<file path="src/qsde_pkg.sv">
// ----------------------------------------------------------------------------
// qsde_pkg
// Types, constants and helpers shared by the QAP swap-delta engine.
// ----------------------------------------------------------------------------
package qsde_pkg;

  localparam int MAX_SIZE   = 32;   // power of two: cell address is {row, col}
  localparam int VALUE_BITS = 16;
  localparam int IDX_W      = $clog2(MAX_SIZE);
  localparam int ADDR_W     = 2 * IDX_W;
  localparam int CELLS      = MAX_SIZE * MAX_SIZE;
  localparam int POS_W      = 6;
  localparam int COST_W     = 42;
  localparam int CHG_W      = 48;
  localparam int SUM_W      = VALUE_BITS + 2;

  typedef logic [POS_W-1:0]      pos_t;
  typedef logic [VALUE_BITS-1:0] value_t;
  typedef logic [COST_W-1:0]     cost_t;
  typedef logic [CHG_W-1:0]      chg_t;
  typedef logic [ADDR_W-1:0]     addr_t;
  typedef logic [IDX_W-1:0]      idx_t;

  typedef enum logic [2:0] {
    OP_LOAD_FLOW = 3'd0,
    OP_LOAD_DIST = 3'd1,
    OP_LOAD_PERM = 3'd2,
    OP_EVALUATE  = 3'd3,
    OP_SWAP      = 3'd4
  } op_e;

  typedef struct packed {
    logic sum_clr;
    logic sum_add;
    logic sum_neg;
    logic mul_en;
  } mac_ctrl_t;

  function automatic idx_t pos_idx(pos_t p);
    pos_t t;
    t = p - 1'b1;
    return t[IDX_W-1:0];
  endfunction

  function automatic addr_t cell_addr(pos_t r, pos_t c);
    return {pos_idx(r), pos_idx(c)};
  endfunction

endpackage

</file>
<file path="src/qsde_mac.sv">
// ----------------------------------------------------------------------------
// qsde_mac
// Signed sums of flow and distance reads, then one registered product.
// ----------------------------------------------------------------------------
module qsde_mac (
  input  logic                clk_i,
  input  qsde_pkg::value_t    flow_i,
  input  qsde_pkg::value_t    dist_i,
  input  qsde_pkg::mac_ctrl_t ctrl_i,
  output qsde_pkg::chg_t      prod_o
);
  import qsde_pkg::*;

  logic signed [SUM_W-1:0]   fsum_q, fsum_d, dsum_q, dsum_d, fv, dv;
  logic signed [2*SUM_W-1:0] prod_w;
  chg_t                      prod_q;

  assign fv = $signed({2'b00, flow_i});
  assign dv = $signed({2'b00, dist_i});

  always_comb begin
    fsum_d = fsum_q;
    dsum_d = dsum_q;
    if (ctrl_i.sum_clr) begin
      fsum_d = '0;
      dsum_d = '0;
    end else if (ctrl_i.sum_add) begin
      fsum_d = ctrl_i.sum_neg ? fsum_q - fv : fsum_q + fv;
      dsum_d = ctrl_i.sum_neg ? dsum_q - dv : dsum_q + dv;
    end
  end

  assign prod_w = fsum_q * dsum_q;

  always_ff @(posedge clk_i) begin
    fsum_q <= fsum_d;
    dsum_q <= dsum_d;
    if (ctrl_i.mul_en) begin
      prod_q <= CHG_W'(prod_w);
    end
  end

  assign prod_o = prod_q;

endmodule

</file>
<file path="config.mk">
export PLATFORM = sky130hd
export DESIGN_NAME = qsde_mac
export DESIGN_NICKNAME = d
export VERILOG_FILES = /design/src/qsde_pkg.sv /design/src/qsde_mac.sv
export SDC_FILE = /design/constraint.sdc
export NUM_CORES = 1
export LEC_CHECK = 0
export ABC_CLOCK_PERIOD_IN_PS = 6800
export BUFFER_PORTS_ARGS = -buffer_cell sky130_fd_sc_hd__clkbuf_2
export CAP_MARGIN = 5
export CELL_PAD_IN_SITES_DETAIL_PLACEMENT = 1
export CELL_PAD_IN_SITES_GLOBAL_PLACEMENT = 2
export CORE_MARGIN = 2
export CORE_UTILIZATION = 41
export CTS_BUF_LIST = sky130_fd_sc_hd__clkbuf_16
export DETAILED_ROUTE_END_ITERATION = 10
export PLACE_DENSITY = 0.9
export SYNTH_ARGS = -nofsm -noshare
export SYNTH_HDL_FRONTEND = slang
export SYNTH_SLANG_ARGS = --single-unit
</file>
<file path="constraint.sdc">
create_clock -name clk_i -period 6.8 [get_ports clk_i]
set_input_delay 1.02 -clock clk_i [delete_from_list [all_inputs] [get_ports clk_i]]
set_output_delay 1.02 -clock clk_i [all_outputs]
set_load 0.05 [all_outputs]
</file>
==> results of run 1 <==
[stage by stage]
| step | cells | setup slack (ns) | hold WS [ns] |
|---|---|---|---|
| 2_1_floorplan | 1854 | 0.613 | 0.510 |
| 3_3_place_gp | 2423 | 0.214 | 0.641 |
| 3_5_place_dp | 2423 | 0.0233 | 0.662 |
| 4_1_cts | 2439 | 0.107 | 0.675 |
| 5_1_grt | 2439 | 0.000341 | 0.688 |
| 6_report | 2439 | 0.296 | 0.631 |
[synth_stat cells, drive strengths merged (15+ instances only)]
library cell | number | area (µm²)
nand2b | 15 | 93.8
nor2 | 86 | 323
a21oi | 64 | 320
edfxtp | 36 | 1080
xnor2 | 71 | 622
nand2 | 180 | 676
o21a | 22 | 165
inv | 423 | 1590
clkbuf | 73 | 274
fa | 331 | 6630
o21ai | 40 | 215
nor3 | 17 | 85.1
a21o | 20 | 150
dfxtp | 36 | 721
and2 | 160 | 1000
ha | 129 | 1610
a211oi | 16 | 125
[sequential cells by signal, summed over array words and instances (netlist names)]
signal / flops
dsum_q: 18
fsum_q: 18
prod_o: 36
[cell type report]
class                           count  area, µm²  share of cell area
Multi-Input combinational cell   1272      13000               0.716
Sequential cell                    72       1810               0.100
Inverter                          423       1590              0.0876
Timing Repair Buffer              131        773              0.0427
Tap cell                          525        657              0.0363
Clock buffer                        9        225              0.0124
Clock inverter                      7       85.1             0.00470
[power groups by stage]
stage,Sequential (mW),Clock [mW],Combinational [mW]
final,0.919,0.541,4.41
after global routing,0.940,0.573,4.96
after CTS,0.915,0.563,4.48
after detailed placement,0.926,0,4.45
after global placement,0.919,0,4.25
after floorplan,1.13,0,3.08
[timing repair]
item | in CTS | in global routing
setup endpoints to repair | 1 | 7
pin swaps | 0 | 0
endpoints found under the hold margin | 0 | 0
hold buffers | 0 | 0
resized for setup | 1 | 11
[worst paths after layout]
| check | from | end |
|---|---|---|
| hold reg to reg | dsum_q[0] | dsum_q[0] |
| hold / removal | dsum_q[0] | dsum_q[0] |
| setup / recovery | fsum_q[10] | prod_o[27] |
| setup reg to reg | fsum_q[10] | prod_o[27] |
[routing by layer]
| layer | up-vias | wire length, µm |
|---|---|---|
| li1 | 5713 | - |
| met1 | 6460 | 18600 |
| met2 | 158 | 23600 |
| met3 | 46 | 1140 |
| met4 | 0 | 695 |
| met5 | - | 0 |
[logic make-up (layout without fill, tap and decap cells)]
family | after synthesis | after routing | synth area share
AND/OR/NAND/NOR | 501 | 501 | 0.147
adder cells (fa/ha/maj) | 460 | 460 | 0.493
flip-flops | 72 | 72 | 0.108
buffers and inverters | 510 | 570 | 0.117
multiplexers | 15 | 15 | 0.00905
XOR/XNOR | 84 | 84 | 0.0440
AO/OA/AOI/OAI | 212 | 212 | 0.0824
[worst max-delay path, cell delays in order (launching register included)]
cell,delay (ns)
dfxtp_1,0.63
nand2_1,0.15
fa_1,0.55
fa_1,0.59
fa_1,0.47
fa_1,0.56
inv_1,0.05
fa_1,0.48
inv_1,0.05
fa_1,0.47
inv_1,0.04
ha_1,0.33
and3_1,0.21
and2_1,0.17
o311a_1,0.13
o41a_1,0.52
o21ai_4,0.24
o21ai_2,0.11
a2111oi_2,0.39
nor4_1,0.09
==> flow_summary.json, run 1 <==
{
  "synth_edf_count": 36,
  "cp_data_required_time_ns": 6.92,
  "cts.clk_slew.worst_paths_ns": 0.07,
  "grt_overflow": 0,
  "clock_path_buffers": 2,
  "setup_viol": 0,
  "grt_pass1_wl_mm": 72.1,
  "track_usage": 0.219,
  "drt_iter0_markers": 437,
  "io_pins": 85,
  "finish.instance_area_um2": 18100,
  "syn_inst": 1854,
  "antenna_found_initial": 0,
  "r2r_cells": 19,
  "finalCritPeriodShare": 0.956,
  "synth-seq-area-share": 0.108,
  "min_period_ns": 6.50,
  "cts_tree": "built",
  "die_w_um": 206,
  "row_count": 73,
  "fillerInstances": 4687,
  "mostFrequentLayoutCells": "inv_1 (423), fa_1 (330), nand2_1 (180), and2_1 (160), ha_1 (128)",
  "grtUsageMet1": 0.267,
  "slew_viol_final": 0,
  "wire_per_inst_um": 18.1,
  "postCtsSetupRepairBufs": 0,
  "hold_viol": 0,
  "arrival_ns": 6.63,
  "placed_cell_area_um2": 17800,
  "grt_max_degree": 38,
  "grt_use_met2": 0.404,
  "grt_util_met3": 0.0296,
  "port_buffers": 84,
  "diodes": 0,
  "clk_latency_ns": 0.39,
  "initial_core_util": 0.418,
  "cts-root-buf": "clkbuf_16",
  "maxCapViolations": 0,
  "ys_ff_latch": 72,
  "timing.setup.tns_ns": 0,
  "tightest_slew_ns": 1.02,
  "outcome": "complete, no violations",
  "worstHoldPathCells": 2,
  "routed_wl_mm": 44.0,
  "nets": 2406,
  "p_per_area_nw_per_um2": 324,
  "top_usage_layer": "met2",
  "final_core_util": 0.453,
  "vias_per_cell": 5.07,
  "finClkSkew_ns": 0.0143,
  "synth_cell_type_count": 55,
  "dr.pass1.iters": 4,
  "irDropWorstVdd_mv": 0.342,
  "p_int_mw": 2.68,
  "layout-drive-gt1-share": 0.0867,
  "pwr-share-clk": 0.092,
  "cp_max_fo": 9,
  "leakage_nw": 9.17,
  "maxSlewHeadroom": 0.317,
  "worst_setup_path_end_kind": "flop",
  "hpwl_mm": 37.4,
  "crit_type": "flop to flop",
  "antenna_left": 0,
  "htreeDepth": 3,
  "worstSetupStartpointType": "flop",
  "coreArea_um2": 40000,
  "switching_power_mw": 3.19,
  "clock-sinks": 72,
  "gp_congestion": 0.879,
  "pwr-share-seq": 0.157,
  "comb_power_share": 0.751,
  "drc": 0,
  "vias": 12400,
  "rrSetupSlack_ns": 0.30,
  "fmax_mhz": 154,
  "die_h_um": 206,
  "cts_buffers": 9,
  "yosysWarnings": 0,
  "die_area_um2": 42400,
  "async_flop_share": 0,
  "rsz0062_at_grt": "no",
  "power_mw": 5.87,
  "first_global_vias": 14000,
  "swShare": 0.543,
  "synth_ff_type": "edfxtp_1",
  "final_common_cell": "inv_1",
  "synthesis.nets": 2351,
  "syn-cell-area_um2": 16700,
  "synth_area_per_cell_um2": 9.02,
  "area_growth_pct": 8.33,
  "hp-class": "flop to flop"
}
No activity file was read; power rests on OpenSTA's default activity.
==> run 2, diff against run 1 <==
--- a/config.mk
+++ b/config.mk
@@ -5,7 +5,7 @@
 export SDC_FILE = /design/constraint.sdc
 export NUM_CORES = 1
 export LEC_CHECK = 0
-export ABC_CLOCK_PERIOD_IN_PS = 6800
+export ABC_CLOCK_PERIOD_IN_PS = 6400
 export BUFFER_PORTS_ARGS = -buffer_cell sky130_fd_sc_hd__clkbuf_2
 export CAP_MARGIN = 5
 export CELL_PAD_IN_SITES_DETAIL_PLACEMENT = 1
@@ -15,6 +15,7 @@
 export CTS_BUF_LIST = sky130_fd_sc_hd__clkbuf_16
 export DETAILED_ROUTE_END_ITERATION = 10
 export PLACE_DENSITY = 0.9
+export RECOVER_POWER = 25
 export SYNTH_ARGS = -nofsm -noshare
 export SYNTH_HDL_FRONTEND = slang
 export SYNTH_SLANG_ARGS = --single-unit
==> constraint.sdc (replaced) <==
create_clock -name clk_i -period 6.4 [get_ports clk_i]
set_input_delay 0.96 -clock clk_i [delete_from_list [all_inputs] [get_ports clk_i]]
set_output_delay 0.96 -clock clk_i [all_outputs]
set_load 0.05 [all_outputs]
==> run 2 against run 1 <==
The flow now finishes with violations (max-capacitance violations, max-slew violations). Non-clock buffer count up 42. Routed wire length up 3.7%. First-iteration DRC count up 12%. Critical path depth up 1. Combinational power up 13%. Final area up 2.2%. Global-route usage up 0.72 points. Sequential share of layout area about the same. Final cell count up 1.7%. Critical path type unchanged. Critical endpoint is now prod_o[35].
==> flow_summary.json, run 2 (synthesis gave the netlist of run 1 again) <==
{
  "htreeDepth": 3,
  "p_per_area_nw_per_um2": 351,
  "port_buffers": 84,
  "crit_path_max_incr_delay_ns": 0.56,
  "power_mw": 6.50,
  "p_int_mw": 3.03,
  "finClkSkew_ns": 0.00890,
  "setup_viol": 0,
  "pwr-share-seq": 0.148,
  "track_usage": 0.226,
  "wl_met1_mm": 19.0,
  "nets": 2448,
  "finish.instance_area_um2": 18500,
  "tightest_slew_ns": 2.30,
  "placed_cell_area_um2": 18100,
  "fmax_mhz": 160,
  "cts.clk_slew.worst_paths_ns": 0.06,
  "die_area_um2": 42400,
  "worst_setup_path_end_kind": "flop",
  "maxCapViolations": 2,
  "largest_reg_flops": 36,
  "finalCritPeriodShare": 0.974,
  "clock-sinks": 72,
  "drc": 0,
  "layout-drive-gt1-share": 0.114,
  "mostFrequentLayoutCells": "inv_1 (423), fa_1 (329), nand2_1 (180), and2_1 (160), ha_1 (129)",
  "leakage_nw": 9.38,
  "drt_iter0_markers": 488,
  "area_growth_pct": 10.8,
  "cts_buffers": 9,
  "die_w_um": 206,
  "coreArea_um2": 40000,
  "hp-class": "flop to flop",
  "wire_per_inst_um": 18.4,
  "switching_power_mw": 3.47,
  "vias_per_cell": 5.11,
  "highest_layer": "met4",
  "cts-hold-fix-buffers": 0,
  "grt_overflow": 0,
  "first_global_vias": 14400,
  "irDropWorstVdd_mv": 0.291,
  "cp_max_fo": 11,
  "final_common_cell": "inv_1",
  "hpwl_mm": 38.4,
  "crit_type": "flop to flop",
  "dr_wl_met3_mm": 1.40,
  "dr_wl_met2_mm": 23.9,
  "path_buf_inv": 5,
  "slew_viol_final": 75,
  "cts-root-buf": "clkbuf_16",
  "vias": 12700,
  "min_period_ns": 6.23,
  "hold_viol": 0,
  "die_h_um": 206,
  "outcome": "finished, violations left",
  "antenna_left": 0,
  "initial_core_util": 0.418,
  "critPathMostFrequentCell": "fa_1",
  "cts_tree": "built",
  "cp_data_required_time_ns": 6.53,
  "row_count": 73,
  "gp_congestion": 0.880,
  "grt_pass1_wl_mm": 74.2,
  "cp_slowest_cell": "o41a_1",
  "violations": "max-capacitance violations, max-slew violations",
  "pwr-share-clk": 0.084,
  "grt_max_degree": 38,
  "comb_power_share": 0.769,
  "dr.pass1.iters": 5,
  "cp_top_family": "adder cells",
  "crit_chain": "buf_4 -> and2_1 -> fa_1 -> fa_1 -> ha_1 -> inv_1 -> fa_1 -> inv_1 -> fa_1 -> inv_1 -> fa_1 -> inv_1 -> ha_1 -> or3_4 -> o311a_4 -> o41a_1 -> a211oi_2 -> o21ai_1 -> a21oi_1 -> xnor2_1",
  "arrival_ns": 6.37,
  "worstSetupStartpointType": "flop",
  "io_pins": 85,
  "diodes": 0,
  "swShare": 0.533,
  "clock_path_buffers": 2,
  "antenna_found_initial": 0,
  "maxSlewHeadroom": -0.533,
  "clk_latency_ns": 0.39,
  "routed_wl_mm": 45.7
}
run 2: cell types whose count changed in the layout (fill, tap and decap cells not counted), sizes merged:
cell / change
buf: +41
clkbuf: +1
clkinvlp: +1
inv: -1
run 2: area by class of cell:
type                       instances  area (µm²)
tap                              525         657
clock buffer                       9         225
timing repair buffer             173        1110
sequential                        72        1860
clock inverter                     7        70.1
fill                            4744       21500
inverter                         423        1590
multi-input combinational       1272       13000
run 2: routing by layer:
| metal | up-vias | track usage |
|---|---|---|
| li1 | 5798 | - |
| met1 | 6557 | 0.278 |
| met2 | 232 | 0.408 |
| met3 | 79 | 0.0270 |
| met4 | 0 | 0.0819 |
| met5 | - | 0 |
run 2: worst paths after layout:
check / cells after the start / slack (ns) / end / startpoint
setup / recovery: 20 / 0.17 / prod_o[35] / dsum_q[3]
hold / removal: 2 / 0.50 / fsum_q[3] / fsum_q[3]
setup reg to reg: 20 / 0.17 / prod_o[35] / dsum_q[3]
hold reg to reg: 2 / 0.50 / fsum_q[3] / fsum_q[3]
run 2: what timing repair did:
| action | in CTS | in global routing |
|---|---|---|
| pin swaps | 0 | 4 |
| setup buffers | 0 | 4 |
| setup endpoints to repair | 8 | 9 |
| resized for setup | 15 | 29 |
run 2: per-stage QoR:
step | setup slack [ns] | hold WS [ns] | std cells | util | TNS (ns)
after global placement | -0.100 | 0.474 | 2461 | 0.452 | -0.219
after floorplan | 0.213 | 0.510 | 1854 | - | 0
final | 0.166 | 0.501 | 2481 | 0.463 | 0
after CTS | 0.0115 | 0.507 | 2477 | 0.460 | 0
after global routing | -0.00368 | 0.564 | 2481 | 0.463 | -0.00368
after detailed placement | -0.217 | 0.491 | 2461 | 0.452 | -1.17
run 2: worst min-delay path, stage by stage (launching register included):
cell	delay [ns]
dfxtp_1	0.33
a21oi_1	0.07
nor2_1	0.07
run 2: power by group through the flow:
stage	registers [mW]	clock network (mW)	logic (mW)
global route	0.978	0.575	5.61
detailed placement	0.960	0	5.00
finish	0.959	0.543	5.00
floorplan	1.20	0	3.28
global placement	0.953	0	4.72
CTS	0.955	0.564	5.03
==> run 3, diff against run 2 <==
--- a/config.mk
+++ b/config.mk
@@ -11,11 +11,10 @@
 export CELL_PAD_IN_SITES_DETAIL_PLACEMENT = 1
 export CELL_PAD_IN_SITES_GLOBAL_PLACEMENT = 2
 export CORE_MARGIN = 2
-export CORE_UTILIZATION = 41
+export CORE_UTILIZATION = 35
 export CTS_BUF_LIST = sky130_fd_sc_hd__clkbuf_16
 export DETAILED_ROUTE_END_ITERATION = 10
-export PLACE_DENSITY = 0.9
-export RECOVER_POWER = 25
+export PLACE_DENSITY = 0.79
 export SYNTH_ARGS = -nofsm -noshare
 export SYNTH_HDL_FRONTEND = slang
 export SYNTH_SLANG_ARGS = --single-unit
==> run 3 against run 2 <==
The flow now finishes without violations. First-iteration DRC count down 9.0%. Final area up 1.8%. Sequential share of layout area decreased by 0.19 points. Non-clock buffer count up 7. Critical path depth down 2. Final cell count up 3.9%. Flip-flop and latch count unchanged. Core utilization fell by 6.6 points. Count of clock-buffer cells in the layout up 2. Setup slack improved by 0.070 ns. Die area is 17% higher. Power grew 1.2%. Critical endpoint is now prod_o[33]. Largest cell class unchanged. Highest routed layer unchanged.
==> flow_summary.json, run 3 (synthesis gave the netlist of run 1 again) <==
{
  "outcome": "complete, no violations",
  "hpwl_mm": 37.9,
  "diodes": 0,
  "cp_max_fo": 11,
  "setup_ws_ns": 0.236,
  "io_pins": 85,
  "die_w_um": 223,
  "coreArea_um2": 47400,
  "place_inst": 2560,
  "routed_wl_mm": 45.3,
  "critPathMostFrequentCell": "fa_1",
  "track_usage": 0.190,
  "layout-drive-gt1-share": 0.119,
  "crit_chain": "buf_6 -> and2_1 -> fa_1 -> fa_1 -> ha_1 -> fa_1 -> inv_1 -> fa_1 -> fa_1 -> inv_1 -> ha_1 -> or3_4 -> o311a_4 -> o41a_1 -> a211oi_4 -> o21bai_1 -> a21oi_1 -> xnor2_1",
  "drt_iter0_markers": 444,
  "vias_per_cell": 4.88,
  "die_area_um2": 49500,
  "cts_tree": "built",
  "crit_path_max_incr_delay_ns": 0.57,
  "worst_setup_path_end_kind": "flop",
  "finish.instance_area_um2": 18900,
  "clk_latency_ns": 0.40,
  "crit_type": "flop to flop",
  "final_common_cell": "inv_1",
  "min_period_ns": 6.16,
  "grt_max_degree": 38,
  "leakage_nw": 9.48,
  "initial_core_util": 0.352,
  "finalCritPeriodShare": 0.963,
  "antenna_found_initial": 0,
  "mostFrequentLayoutCells": "inv_1 (424), fa_1 (329), nand2_1 (180), and2_1 (159), ha_1 (128)",
  "pre_cts_ws_ns": -0.345,
  "cts_buffers": 9,
  "die_h_um": 223,
  "fmax_mhz": 162,
  "first_global_vias": 14000,
  "clock_path_buffers": 2,
  "worstSetupStartpointType": "flop",
  "largest_reg_flops": 36,
  "vias": 12600,
  "port_buffers": 84,
  "timing.setup.tns_ns": 0,
  "grt_pass1_wl_mm": 73.0,
  "maxCapViolations": 0,
  "cp_top_family": "adder cells",
  "cts.clk_slew.worst_paths_ns": 0.07,
  "area_growth_pct": 12.7,
  "cp_slowest_cell": "o41a_1",
  "maxSlewHeadroom": 0.493,
  "antenna_left": 0,
  "arrival_ns": 6.31,
  "nets": 2455,
  "grt_overflow": 0,
  "tightest_slew_ns": 0.758,
  "placed_cell_area_um2": 18400,
  "clock-sinks": 72,
  "cp_data_required_time_ns": 6.54,
  "hold_viol": 0,
  "wire_per_inst_um": 17.6,
  "path_buf_inv": 3,
  "finClkSkew_ns": 0.0123,
  "irDropWorstVdd_mv": 0.298,
  "gp_congestion": 0.845,
  "worst_hold_slack_ns": 0.528,
  "htreeDepth": 3,
  "slew_viol_final": 0,
  "dr.pass1.iters": 4,
  "p_per_area_nw_per_um2": 349,
  "cts-hold-fix-buffers": 0,
  "cts-root-buf": "clkbuf_16",
  "hp-class": "flop to flop",
  "drc": 0,
  "setup_viol": 0,
  "row_count": 80,
  "stdcell_count": 2578
}
## run 3: changes by cell type in the layout (fill, tap and decap cells not counted), moves of 2 or more
cell / delta
buf_12: +9
buf_4: -2
clkbuf_1: -2
clkbuf_16: +2
dfxtp_1: +2
dfxtp_2: -2
## run 3: routing by layer
layer	GRT usage	vias up	share of wire
met5	0	-	0
met4	0.0643	0	0.024
met3	0.0198	54	0.026
met2	0.344	181	0.52
met1	0.234	6527	0.43
li1	-	5821	-
## run 3: path summary, 6_finish.rpt
kind,start,to,slack (ns),cells past startpoint
max,dsum_q[3],prod_o[33],0.24,18
min,dsum_q[9],dsum_q[9],0.53,2
max reg2reg,dsum_q[3],prod_o[33],0.24,18
min reg2reg,dsum_q[9],dsum_q[9],0.53,2
## run 3: final cells by class
class,count,area (µm²)
clock inverter,5,57.6
timing repair buffer,180,1290
multi-input combinational,1272,13000
tap,615,769
clock buffer,11,275
fill,5583,28600
sequential,72,1850
inverter,423,1590
## run 3: worst register-to-register path: stages (launching register included)
cell and delay (ns):
dfxtp_4 0.40, buf_6 0.17, and2_1 0.18, fa_1 0.45
fa_1 0.46, ha_1 0.32, fa_1 0.51, inv_1 0.05
fa_1 0.49, fa_1 0.49, inv_1 0.04, ha_1 0.21
or3_4 0.43, o311a_4 0.38, o41a_1 0.57, a211oi_4 0.43
o21bai_1 0.10, a21oi_1 0.16, xnor2_1 0.08
## run 3: power breakdown
| part | switching, mW | total, mW | internal (mW) | leakage [nW] |
|---|---|---|---|---|
| clock | 0.260 | 0.610 | 0.350 | 0.168 |
| combinational | 3.02 | 5.04 | 2.02 | 8.65 |
| sequential | 0.163 | 0.932 | 0.769 | 0.670 |
| total | 3.45 | 6.58 | 3.13 | 9.48 |
## run 3: repair_timing
| action | 4_1_cts | 5_1_grt |
|---|---|---|
| resized for setup | 11 | 34 |
| pin swaps | 0 | 8 |
| endpoints found under the setup margin | 10 | 8 |
| hold endpoints to repair | 0 | 0 |
| buffers inserted | 0 | 2 |
## run 3: stage by stage
stage,utilization,total power [mW]
after floorplan,-,4.48
after global placement,0.388,5.86
after detailed placement,0.388,6.00
after CTS,0.395,6.66
after global routing,0.397,7.30
final,0.397,6.58
